### config.mk
export PLATFORM = sky130hd
export DESIGN_NAME = ima_adpcm_qt_block_decoder
export DESIGN_NICKNAME = d
export VERILOG_FILES = /design/src/rtl/core/ima4_pkg.sv /design/src/rtl/core/ima4_ram.sv /design/src/rtl/core/ima4_nibble.sv /design/src/rtl/core/ima_adpcm_qt_block_decoder.sv
export SDC_FILE = /design/constraint.sdc
export NUM_CORES = 1
export LEC_CHECK = 0
export BUFFER_PORTS_ARGS = -buffer_cell sky130_fd_sc_hd__buf_2
export CELL_PAD_IN_SITES_DETAIL_PLACEMENT = 1
export CELL_PAD_IN_SITES_GLOBAL_PLACEMENT = 1
export CORE_MARGIN = 2
export CORE_UTILIZATION = 40
export DETAILED_ROUTE_END_ITERATION = 10
export GPL_TIMING_DRIVEN = 1
export PLACE_DENSITY = 0.76
export SYNTH_ARGS = -nofsm -noshare
export SYNTH_HDL_FRONTEND = slang
export SYNTH_SLANG_ARGS = --single-unit
### constraint.sdc
create_clock -name clk -period 19.5 [get_ports clk]
set_input_delay 3.9 -clock clk [delete_from_list [all_inputs] [get_ports clk]]
set_output_delay 3.9 -clock clk [all_outputs]
set_load 0.01 [all_outputs]
### src/rtl/core/ima4_pkg.sv
// shared types, constants and the step size table for the ima4 block decoder
`timescale 1ns / 1ps
`default_nettype none

package ima4_pkg;

	// channel and block geometry
	localparam int MAX_CHANNELS = 8;
	localparam int CH_W         = 3;
	localparam int POS_W        = 6;
	localparam int BYTE_W       = 8;
	localparam int BLOCK_BYTES  = 34;

	// byte positions inside a block
	localparam logic [POS_W-1:0] POS_HDR_HIGH  = 6'd0;
	localparam logic [POS_W-1:0] POS_HDR_LOW   = 6'd1;
	localparam logic [POS_W-1:0] POS_LAST_DATA = 6'd33;

	// per channel state
	localparam int IDX_W   = 7;
	localparam int PRED_W  = 16;
	localparam int STEP_W  = 15;
	localparam int STATE_W = IDX_W + PRED_W;

	localparam logic [IDX_W-1:0] IDX_MAX       = 7'd88;
	localparam int               PRED_TOL      = 127;
	localparam int               SAMPLE_MIN    = -32768;
	localparam int               SAMPLE_MAX    = 32767;

	typedef struct packed {
		logic        [IDX_W-1:0]  idx;
		logic signed [PRED_W-1:0] pred;
	} chan_state_t;

	// standard ima step size table, indices above the top entry read as the top entry
	function automatic logic [STEP_W-1:0] step_size(input logic [IDX_W-1:0] si);
		logic [STEP_W-1:0] s;
		case (si)
			7'd0:  s = 15'd7;     7'd1:  s = 15'd8;     7'd2:  s = 15'd9;
			7'd3:  s = 15'd10;    7'd4:  s = 15'd11;    7'd5:  s = 15'd12;
			7'd6:  s = 15'd13;    7'd7:  s = 15'd14;    7'd8:  s = 15'd16;
			7'd9:  s = 15'd17;    7'd10: s = 15'd19;    7'd11: s = 15'd21;
			7'd12: s = 15'd23;    7'd13: s = 15'd25;    7'd14: s = 15'd28;
			7'd15: s = 15'd31;    7'd16: s = 15'd34;    7'd17: s = 15'd37;
			7'd18: s = 15'd41;    7'd19: s = 15'd45;    7'd20: s = 15'd50;
			7'd21: s = 15'd55;    7'd22: s = 15'd60;    7'd23: s = 15'd66;
			7'd24: s = 15'd73;    7'd25: s = 15'd80;    7'd26: s = 15'd88;
			7'd27: s = 15'd97;    7'd28: s = 15'd107;   7'd29: s = 15'd118;
			7'd30: s = 15'd130;   7'd31: s = 15'd143;   7'd32: s = 15'd157;
			7'd33: s = 15'd173;   7'd34: s = 15'd190;   7'd35: s = 15'd209;
			7'd36: s = 15'd230;   7'd37: s = 15'd253;   7'd38: s = 15'd279;
			7'd39: s = 15'd307;   7'd40: s = 15'd337;   7'd41: s = 15'd371;
			7'd42: s = 15'd408;   7'd43: s = 15'd449;   7'd44: s = 15'd494;
			7'd45: s = 15'd544;   7'd46: s = 15'd598;   7'd47: s = 15'd658;
			7'd48: s = 15'd724;   7'd49: s = 15'd796;   7'd50: s = 15'd876;
			7'd51: s = 15'd963;   7'd52: s = 15'd1060;  7'd53: s = 15'd1166;
			7'd54: s = 15'd1282;  7'd55: s = 15'd1411;  7'd56: s = 15'd1552;
			7'd57: s = 15'd1707;  7'd58: s = 15'd1878;  7'd59: s = 15'd2066;
			7'd60: s = 15'd2272;  7'd61: s = 15'd2499;  7'd62: s = 15'd2749;
			7'd63: s = 15'd3024;  7'd64: s = 15'd3327;  7'd65: s = 15'd3660;
			7'd66: s = 15'd4026;  7'd67: s = 15'd4428;  7'd68: s = 15'd4871;
			7'd69: s = 15'd5358;  7'd70: s = 15'd5894;  7'd71: s = 15'd6484;
			7'd72: s = 15'd7132;  7'd73: s = 15'd7845;  7'd74: s = 15'd8630;
			7'd75: s = 15'd9493;  7'd76: s = 15'd10442; 7'd77: s = 15'd11487;
			7'd78: s = 15'd12635; 7'd79: s = 15'd13899; 7'd80: s = 15'd15289;
			7'd81: s = 15'd16818; 7'd82: s = 15'd18500; 7'd83: s = 15'd20350;
			7'd84: s = 15'd22385; 7'd85: s = 15'd24623; 7'd86: s = 15'd27086;
			7'd87: s = 15'd29794;
			default: s = 15'd32767;
		endcase
		return s;
	endfunction

endpackage

`default_nettype wire

### src/rtl/core/ima4_ram.sv
// generic single write port, single read port ram with registered read
`timescale 1ns / 1ps
`default_nettype none

module ima4_ram #(
	parameter int WIDTH = 8,
	parameter int DEPTH = 8,
	parameter int ADDR_W = (DEPTH > 1) ? $clog2(DEPTH) : 1
) (
	input  wire logic              clk,
	input  wire logic              we,
	input  wire logic [ADDR_W-1:0] waddr,
	input  wire logic [WIDTH-1:0]  wdata,
	input  wire logic [ADDR_W-1:0] raddr,
	output logic      [WIDTH-1:0]  rdata
);

	logic [WIDTH-1:0] mem_q [DEPTH];

	// write port
	always_ff @(posedge clk) begin
		if (we) begin
			mem_q[waddr] <= wdata;
		end
	end

	// registered read, old data on a same address write
	always_ff @(posedge clk) begin
		rdata <= mem_q[raddr];
	end

endmodule

`default_nettype wire

### src/rtl/core/ima4_nibble.sv
// one adpcm nibble step: predictor update with saturation and index adaptation
`timescale 1ns / 1ps
`default_nettype none

module ima4_nibble
	import ima4_pkg::*;
(
	input  wire chan_state_t st_in,
	input  wire logic [3:0]  nib,
	output chan_state_t      st_out
);

	logic [STEP_W-1:0]  step;
	logic [STEP_W+1:0]  diff;
	logic signed [18:0] pred_ext;
	logic signed [18:0] sum;
	logic signed [7:0]  adj;
	logic signed [7:0]  idx_sum;

	// difference from the step size, shift and add
	always_comb begin
		step = step_size(st_in.idx);
		diff = {2'b00, step >> 3};
		if (nib[0]) begin
			diff = diff + {2'b00, step >> 2};
		end
		if (nib[1]) begin
			diff = diff + {2'b00, step >> 1};
		end
		if (nib[2]) begin
			diff = diff + {2'b00, step};
		end
	end

	// predictor update, saturated to 16 bits
	always_comb begin
		pred_ext = {{3{st_in.pred[PRED_W-1]}}, st_in.pred};
		if (nib[3]) begin
			sum = pred_ext - $signed({2'b00, diff});
		end else begin
			sum = pred_ext + $signed({2'b00, diff});
		end
		if (sum < 19'(SAMPLE_MIN)) begin
			st_out.pred = PRED_W'(SAMPLE_MIN);
		end else if (sum > 19'(SAMPLE_MAX)) begin
			st_out.pred = PRED_W'(SAMPLE_MAX);
		end else begin
			st_out.pred = sum[PRED_W-1:0];
		end
	end

	// index adaptation, clamped to the table range
	always_comb begin
		if (nib[2]) begin
			adj = $signed({5'b00000, nib[1:0], 1'b0}) + 8'sd2;
		end else begin
			adj = -8'sd1;
		end
		idx_sum = $signed({1'b0, st_in.idx}) + adj;
		if (idx_sum < 8'sd0) begin
			st_out.idx = '0;
		end else if (idx_sum > $signed({1'b0, IDX_MAX})) begin
			st_out.idx = IDX_MAX;
		end else begin
			st_out.idx = idx_sum[IDX_W-1:0];
		end
	end

endmodule

`default_nettype wire

### src/rtl/core/ima_adpcm_qt_block_decoder.sv
// top level of the quicktime ima4 adpcm block decoder
//
// Usage: block bytes enter on the s_ channel, one item per byte. s_tuser
// carries the channel, s_tdata the position in the 34-byte block and the
// raw byte. Positions 0 and 1 are the header word and give no result;
// positions 2 to 33 each give one result item on the m_ channel holding
// two 16-bit samples (low nibble first), tuser the channel and tlast set
// for position 33. Positions 34 and above are dropped.
// Throughput is one item per cycle while s_tready is high. The state
// memory is read synchronously as an item enters the decode stage, which
// updates the channel state and writes it back while loading the output
// register. A write to the channel read in the same cycle is forwarded
// into the decode stage.
// Reset clears the per channel state through valid bits (an unwritten
// channel reads as predictor 0, index 0), the shared header byte and all
// handshake state; no clearing pass is needed.
// When the receiver stalls, the output register holds its item and the
// decode stage holds the next one; s_tready drops only when both are full.
`timescale 1ns / 1ps
`default_nettype none

module ima_adpcm_qt_block_decoder
	import ima4_pkg::*;
(
	input  wire logic        clk,
	input  wire logic        arst_n,
	// input byte channel
	input  wire logic        s_tvalid,
	output logic             s_tready,
	input  wire logic [15:0] s_tdata,   // byte_index[5:0], data_byte[13:6], zero[15:14]
	input  wire logic [2:0]  s_tuser,   // channel[2:0]
	// decoded sample channel
	output logic             m_tvalid,
	input  wire logic        m_tready,
	output logic [31:0]      m_tdata,   // sample_first[15:0], sample_second[31:16]
	output logic [2:0]       m_tuser,   // out_channel[2:0]
	output logic             m_tlast    // last_in_block
);

	// decode stage
	logic              valid_s1;
	logic [CH_W-1:0]   ch_s1;
	logic [POS_W-1:0]  pos_s1;
	logic [BYTE_W-1:0] byte_s1;

	// shared header byte, valid bits, forwarding register
	logic [BYTE_W-1:0]       hdr_high_q;
	logic [MAX_CHANNELS-1:0] ent_valid_q;
	logic                    fwd_valid_q;
	logic [CH_W-1:0]         fwd_ch_q;
	chan_state_t             fwd_state_q;

	// output register
	logic              out_valid_q;
	logic [CH_W-1:0]   out_ch_q;
	logic [PRED_W-1:0] out_first_q;
	logic [PRED_W-1:0] out_second_q;
	logic              out_last_q;

	// memory port
	logic            ram_we;
	logic [CH_W-1:0] ram_raddr;
	logic [STATE_W-1:0] ram_rdata;
	chan_state_t     ram_wstate;

	logic        in_range;
	logic        is_hdr_high;
	logic        is_hdr_low;
	logic        is_data;
	logic        res_s1;
	logic        adv;
	chan_state_t cur_state;
	chan_state_t mid_state;
	chan_state_t end_state;
	chan_state_t hdr_state;

	logic [15:0]              hdr_word;
	logic signed [PRED_W-1:0] hdr_pred;
	logic [IDX_W-1:0]         hdr_idx;
	logic signed [PRED_W:0]   pred_diff;
	logic [PRED_W:0]          pred_dist;
	logic                     reload;

	// classify the item in the decode stage
	always_comb begin
		in_range    = (pos_s1 < POS_W'(BLOCK_BYTES))
			&& ({1'b0, ch_s1} < (CH_W + 1)'(MAX_CHANNELS));
		is_hdr_high = in_range && (pos_s1 == POS_HDR_HIGH);
		is_hdr_low  = in_range && (pos_s1 == POS_HDR_LOW);
		is_data     = in_range && !is_hdr_high && !is_hdr_low;
		res_s1      = valid_s1 && is_data;
		adv         = !res_s1 || !out_valid_q || m_tready;
	end

	assign s_tready  = adv;
	assign ram_raddr = adv ? s_tuser : ch_s1;

	// current channel state: forwarded write, memory, or reset value
	always_comb begin
		if (fwd_valid_q && (fwd_ch_q == ch_s1)) begin
			cur_state = fwd_state_q;
		end else if (ent_valid_q[ch_s1]) begin
			cur_state = chan_state_t'(ram_rdata);
		end else begin
			cur_state = '0;
		end
	end

	// header reload rule
	always_comb begin
		hdr_word  = {hdr_high_q, byte_s1};
		hdr_pred  = $signed({hdr_word[15:7], 7'b0000000});
		hdr_idx   = hdr_word[IDX_W-1:0];
		pred_diff = $signed({cur_state.pred[PRED_W-1], cur_state.pred})
			- $signed({hdr_pred[PRED_W-1], hdr_pred});
		pred_dist = pred_diff[PRED_W] ? (PRED_W + 1)'(-pred_diff) : pred_diff;
		reload    = (cur_state.idx != hdr_idx) || (pred_dist > (PRED_W + 1)'(PRED_TOL));
		hdr_state = cur_state;
		if (reload) begin
			hdr_state.pred = hdr_pred;
			hdr_state.idx  = (hdr_idx > IDX_MAX) ? IDX_MAX : hdr_idx;
		end
	end

	// two chained nibble steps, low nibble first
	ima4_nibble u_nib_low (
		.st_in  (cur_state),
		.nib    (byte_s1[3:0]),
		.st_out (mid_state)
	);

	ima4_nibble u_nib_high (
		.st_in  (mid_state),
		.nib    (byte_s1[7:4]),
		.st_out (end_state)
	);

	// write back
	always_comb begin
		ram_we     = valid_s1 && adv && (is_hdr_low || is_data);
		ram_wstate = is_hdr_low ? hdr_state : end_state;
	end

	ima4_ram #(
		.WIDTH (STATE_W),
		.DEPTH (MAX_CHANNELS),
		.ADDR_W(CH_W)
	) u_state_ram (
		.clk   (clk),
		.we    (ram_we),
		.waddr (ch_s1),
		.wdata (ram_wstate),
		.raddr (ram_raddr),
		.rdata (ram_rdata)
	);

	// control state
	always_ff @(posedge clk or negedge arst_n) begin
		if (!arst_n) begin
			valid_s1    <= 1'b0;
			hdr_high_q  <= '0;
			ent_valid_q <= '0;
			fwd_valid_q <= 1'b0;
			out_valid_q <= 1'b0;
		end else begin
			fwd_valid_q <= ram_we;
			if (adv) begin
				valid_s1 <= s_tvalid;
			end
			if (valid_s1 && adv && is_hdr_high) begin
				hdr_high_q <= byte_s1;
			end
			if (ram_we) begin
				ent_valid_q[ch_s1] <= 1'b1;
			end
			if (adv && res_s1) begin
				out_valid_q <= 1'b1;
			end else if (m_tready) begin
				out_valid_q <= 1'b0;
			end
		end
	end

	// payload registers
	always_ff @(posedge clk) begin
		if (adv) begin
			ch_s1   <= s_tuser;
			pos_s1  <= s_tdata[POS_W-1:0];
			byte_s1 <= s_tdata[POS_W +: BYTE_W];
		end
		if (ram_we) begin
			fwd_ch_q    <= ch_s1;
			fwd_state_q <= ram_wstate;
		end
		if (adv && res_s1) begin
			out_ch_q     <= ch_s1;
			out_first_q  <= mid_state.pred;
			out_second_q <= end_state.pred;
			out_last_q   <= (pos_s1 == POS_LAST_DATA);
		end
	end

	assign m_tvalid = out_valid_q;
	assign m_tdata  = {out_second_q, out_first_q};
	assign m_tuser  = out_ch_q;
	assign m_tlast  = out_last_q;

endmodule

`default_nettype wire

==> impl_metrics.yaml, run 1 <==
placed_design:
  hpwl_um: 62620
  dp_cells: 3535
  routabilityCongestion: 0.9486
  port_buffers: 58
timing:
  period_share_pct: 92.94
  hold_violations: 0
  min_period_ns: 18.12
  slew_violations: 0
  skew_ns: 0.01778
  tightest_slew_ns: 1.343
  finalSetupViolCount: 0
  hold_slack_ns: 0.4742
  fmax_mhz: 55.18
  fin_tns_setup_ns: 0
  maxSlewHeadroom_pct: 9.982
  rsz0062_at_grt: "no"
synth:
  ys_ff_latch: 305
  netlist_area_um2: 24520
  syn_nets: 3011
  synth_simple_gate_area_share_pct: 18.53
  synth-adder-area-share_pct: 10.14
  synth_xor_area_share_pct: 5.471
  ys_types: 107
  netlist_instances: 2796
  synthMuxAreaShare_pct: 1.980
  synth_compound_area_share_pct: 23.42
  synth_edf_count: 260
  async_flop_share_pct: 6.230
  syn_area_per_cell_um2: 8.769
  ys_warn_count: 0
  yosysTopAreaCellShare_pct: 31.84
  synth_area_leaders: "edfxtp_1 (32%), ha_1 (9.2%), nand2_1 (6.2%), a21oi_1 (4.0%), o21ai_0 (3.5%)"
  synth_top_cell_by_area: "edfxtp_1"
  ys_seq_area_share_pct: 35.91
  synth_top_family_by_area: "compound AO/OA/AOI/OAI gates"
  synthFlopType: "edfxtp_1"
critical_path:
  cp_max_fo: 19
  crit_path_frequent_cell: "a21oi_1"
  rrSetupSlack_ns: 1.38
  path_class: "flop to flop"
  required_ns: 19.70
  r2r-end: "u_state_ram.mem_q[2][0]$_DFFE_PP_"
  end_kind: "flop"
  max_stage_delay_ns: 0.92
  critical-path-slowest-cell: "o31ai_1"
  start_kind: "flop"
  r2r_start: "ch_s1[2]$_DFF_P_"
  reg2reg_depth: 68
  cp.arrival_ns: 18.32
global_route:
  grt_pass1_vias: 23320
  grt_pass1_wl_um: 135800
  grt-ovfl-total: 0
  grt_max_degree: 94
  grt_usage_pct: 27.24
  grt_antenna_before_repair: 0
min_path:
  hp-start: "ent_valid_q[0]$_DFFE_PN0P_"
  min_path_cells: 1
  hold_end: "ent_valid_q[0]$_DFFE_PN0P_"
  hold_class: "flop to flop"
floorplanning:
  pin_count: 61
  start_util_pct: 40.54
  die_y_um: 251.6
  row_count: 90
  core_region_area_um2: 60470
  dieArea_um2: 63290
  die_x_um: 251.6
routing:
  vias: 22660
  totalWireLength_um: 87900
  routedWlPerCell_um: 24.45
  ant_nets: 0
  dr.pass1.iters: 5
  drt_iter0_drc: 1952
  vias_per_cell: 6.303
  drc: 0
clock_tree:
  insertion_delay_ns: 0.56
  cts_tree: "yes"
  ctsHtreeMaxLevel: 2
  numClockSinks: 305
  cts_inserted_buffers: 34
  cts_hold_buf: 0
  clk_pin_slew_ns: 0.06
  cts_setup_buffers: 0
  cts_resized: 0
  cts-root-buf: "clkbuf_16"
  clk_path_buf_depth: 3
layout:
  area_growth_pct: 8.885
  final_util_pct: 44.15
  nFillCells: 7005
  drive_above_1_share_pct: 9.918
  nNetsFinal: 3004
  fin_cells: 3595
  diodes: 0
status:
  status: "finished clean"
flow_run:
  cap_violations: 0
[worst max-delay path, delay by kind of cell (launching register included)]
family | cells | cell delay [ns]
buf+inv | 2 | 0.56
fa+ha+maj | 7 | 2.77
compound gates | 35 | 8.52
xor+xnor | 6 | 1.37
mux | 1 | 0.30
flops | 1 | 0.71
simple gates | 17 | 3.46
[placed cells by master, fill, tap and decap left out, types with 21 or more instances in the layout]
cell type	instances
a211oi_1	32
a21o_1	54
a21oi_1	197
a22o_1	24
a31oi_1	31
and3_1	31
buf_2	58
buf_4	55
clkbuf_16	34
dfxtp_1	26
edfxtp_1	260
ha_1	181
inv_1	112
mux2i_1	23
nand2_1	405
nand2b_1	22
nand3_1	168
nor2_1	174
nor3_1	70
o211ai_1	28
o21ai_0	172
o22ai_1	21
xnor2_1	92
xor2_1	58
[cells by family (layout without fill, tap and decap cells)]
logic type / after synthesis / after routing
AO/OA/AOI/OAI: 833 / 833
AND/OR/NAND/NOR: 996 / 996
adder cells (fa/ha/maj): 192 / 192
flip-flops: 305 / 305
multiplexers: 45 / 45
buffers and inverters: 274 / 291
XOR/XNOR: 151 / 151
[sequential cells by signal, summed over array words and instances (netlist names)]
name,count
byte_s1,8
m_tlast,1
ch_s1,3
fwd_valid_q,1
m_tuser,3
ent_valid_q,8
hdr_high_q,8
fwd_ch_q,3
valid_s1,1
u_state_ram.mem_q,184
out_second_q,16
pos_s1,6
out_first_q,16
fwd_state_q,23
u_state_ram.rdata,23
m_tvalid,1
[worst max path at each step]
stage | start | end | slack, ns | cells past startpoint
2_1_floorplan | ch_s1[0]$_DFF_P_ | fwd_state_q[10]$_DFFE_PP_ | 4.45 | 72
3_3_place_gp | ch_s1[2]$_DFF_P_ | u_state_ram.mem_q[4][3]$_DFFE_PP_ | 2.09 | 69
5_1_grt | ch_s1[2]$_DFF_P_ | fwd_state_q[0]$_DFFE_PP_ | 0.11 | 68
4_1_cts | ch_s1[2]$_DFF_P_ | fwd_state_q[3]$_DFFE_PP_ | 1.21 | 69
3_5_place_dp | ch_s1[2]$_DFF_P_ | u_state_ram.mem_q[7][3]$_DFFE_PP_ | 1.41 | 69
6_report | ch_s1[2]$_DFF_P_ | u_state_ram.mem_q[2][0]$_DFFE_PP_ | 1.38 | 68
[through the flow]
stage | area [um2] | setup slack, ns
final | 26700 | 1.376
after global routing | 26700 | 0.1102
after CTS | 26690 | 1.213
after detailed placement | 25610 | 1.406
after global placement | 25610 | 2.094
after floorplan | 24520 | 4.452
[cell usage after synthesis (all sizes together), types with 10 or more instances]
cell type	count
nand2	407
edfxtp	260
a21oi	200
o21ai	185
nor2	182
ha	181
nand3	170
inv	117
clkbuf	100
xnor2	92
nor3	75
xor2	58
buf	56
a21o	54
a211oi	39
and3	32
a31oi	31
o211ai	30
dfxtp	26
mux2i	26
a22o	24
nand2b	23
o22ai	22
a311oi	20
and2	20
o21a	20
o31ai	20
or2	20
dfrtp	19
mux2	18
o21bai	18
nor2b	17
a211o	16
a21boi	16
a22oi	15
nor4	15
a2111oi	11
fa	11
o211a	11
o41ai	10
or3	10
[area by class of cell]
cell class | instances | area (um2) | share of cell area (%)
well taps | 782 | 978.4 | 3.665
inverters | 118 | 447.9 | 1.678
repair buffers | 113 | 703.2 | 2.634
multi-input cells | 2217 | 14680 | 55.01
flip-flops and latches | 305 | 8803 | 32.98
clock buffers | 44 | 898.4 | 3.365
clock inverters | 16 | 180.2 | 0.6749
[per-layer routing]
metal  vias up  part of all wire [%]  track usage, %
met5         -                     0               0
met1     11340                    44           36.81
met4         0                   2.8           9.082
li1      10300                     -               -
met3       160                   6.0           2.734
met2       854                    47           45.66
Power of run 1 is left out: the tool's default activity adds up to more than one toggle a clock period on the data nets, which glitch-free logic cannot reach.
==> run 2, diff against run 1 <==
--- a/config.mk
+++ b/config.mk
@@ -9,10 +9,10 @@
 export CELL_PAD_IN_SITES_DETAIL_PLACEMENT = 1
 export CELL_PAD_IN_SITES_GLOBAL_PLACEMENT = 1
 export CORE_MARGIN = 2
-export CORE_UTILIZATION = 40
+export CORE_UTILIZATION = 50
 export DETAILED_ROUTE_END_ITERATION = 10
 export GPL_TIMING_DRIVEN = 1
-export PLACE_DENSITY = 0.76
+export PLACE_DENSITY = 0.9
 export SYNTH_ARGS = -nofsm -noshare
 export SYNTH_HDL_FRONTEND = slang
 export SYNTH_SLANG_ARGS = --single-unit
==> impl_metrics.yaml, run 2 (synthesis results as in run 1) <==
status:
  status: "finished clean"
clock_tree:
  cts_hold_buf: 0
  ctsHtreeMaxLevel: 1
  clk_path_buf_depth: 3
  numClockSinks: 305
  insertion_delay_ns: 0.63
  cts_tree: "yes"
  cts-root-buf: "clkbuf_16"
  cts_inserted_buffers: 31
  clk_pin_slew_ns: 0.06
placed_design:
  port_buffers: 58
  hpwl_um: 65220
  routabilityCongestion: 0.9569
layout:
  nNetsFinal: 3001
  area_growth_pct: 8.033
  layout_commonest_cell: "nand2_1"
  top_regs: "u_state_ram.mem_q: 184 flops, fwd_state_q: 23 flops, u_state_ram.rdata: 23 flops"
  diodes: 0
  mostFrequentLayoutCells: "nand2_1 (404), edfxtp_1 (260), a21oi_1 (197), ha_1 (180), nor2_1 (174)"
  drive_above_1_share_pct: 9.893
  largest_register_ffs: 184
  largest_register: "u_state_ram.mem_q"
critical_path:
  startpoint: "ch_s1[2]$_DFF_P_"
  reg2reg_depth: 72
  r2r_start: "ch_s1[2]$_DFF_P_"
  cp_max_fo: 23
  path_class: "flop to flop"
  crit_path_frequent_cell: "a21oi_1"
  start_kind: "flop"
  path_depth: 72
  end_kind: "flop"
  required_ns: 19.83
  critical_path_buf_inv_count: 6
  cp_top_family: "compound AO/OA/AOI/OAI gates"
  cp.arrival_ns: 19.38
  critical-path-slowest-cell: "dfxtp_1"
  max_stage_delay_ns: 0.68
global_route:
  grt_pass1_wl_um: 147600
  grt-ovfl-total: 0
  grt_max_degree: 93
  grt_pass1_vias: 24860
  grt_usage_pct: 37.43
  grt_antenna_before_repair: 0
floorplanning:
  die_y_um: 225.4
  dieArea_um2: 50820
  row_count: 81
  core_region_area_um2: 48650
  start_util_pct: 50.40
  die_x_um: 225.4
  pin_count: 61
timing:
  maxSlewHeadroom_pct: 13.77
  rsz0062_at_grt: "no"
  period_share_pct: 97.71
  finalSetupViolCount: 0
  hold_violations: 0
  min_period_ns: 19.05
  fmax_mhz: 52.48
  skew_ns: 0.04486
  tightest_slew_ns: 1.286
  fin_tns_setup_ns: 0
  slew_violations: 0
routing:
  totalWireLength_um: 98480
  dr.pass1.iters: 7
  routedWlPerCell_um: 28.69
  vias: 24220
  vias_per_cell: 7.056
  drc: 0
  drt_iter0_drc: 2862
  ant_nets: 0
flow_run:
  cap_violations: 0
min_path:
  min_path_cells: 1
  hp-start: "ent_valid_q[6]$_DFFE_PN0P_"
  hold_class: "flop to flop"
run 2: cell types whose count changed in the layout (fill, tap and decap cells not counted), sizes merged:
cell / delta
clkinv: +5
clkbuf: -4
bufinv: -2
inv: -2
run 2: timing repair:
item                                    4_1_cts  5_1_grt
setup buffers                                 0        0
resized for setup                             0       20
endpoints found under the setup margin        0      159
run 2: worst paths after layout:
check / to / slack (ns)
min in group asynchronous: hdr_high_q[4]$_DFFE_PN0P_ / 3.27
min reg2reg: ent_valid_q[6]$_DFFE_PN0P_ / 0.50
max: u_state_ram.mem_q[5][2]$_DFFE_PP_ / 0.45
min: ent_valid_q[6]$_DFFE_PN0P_ / 0.50
max reg2reg: u_state_ram.mem_q[5][2]$_DFFE_PP_ / 0.45
max in group asynchronous: ent_valid_q[1]$_DFFE_PN0P_ / 15.80
run 2: worst register-to-register path: cells and delay by family, from the launching register on:
kind	cells	cell delay, ns
xor gates and xnor gates	6	1.42
adders and majority gates	7	2.76
AOI/OAI and AO/OA	34	8.46
and+or+nand+nor	18	3.51
DFF	1	0.68
muxes	1	0.30
buffers and inverters	6	1.68
run 2: cell type report:
class                   instances  area [um2]
repair buffers                113       703.2
fillers                      5590       22160
multi-input cells            2217       14830
clock buffers                  40       809.5
well taps                     622       778.2
clock inverters                17       112.6
inverters                     118       447.9
flip-flops and latches        305        8803
run 2: routing by layer:
metal  vias up  wire [um]  global-route usage (%)
met4         2       5997                   19.12
li1      10340          -                       -
met3       465       8813                   5.437
met5         -         59                  0.9775
met1     11780      38150                   47.70
met2      1624      45450                   61.89
run 2: through the flow:
stage	cells	worst slack, ns	area [um2]	util, %	hold WS, ns
2_1_floorplan	2796	4.452	24520	-	0.4202
3_3_place_gp	3375	2.078	25410	52.23	0.4473
5_1_grt	3432	0.006217	26490	54.45	0.5190
3_5_place_dp	3375	1.151	25410	52.23	0.4640
4_1_cts	3432	0.4480	26330	54.13	0.4997
6_report	3432	0.4466	26490	54.45	0.4989
Power of run 2 is left out for the same reason.
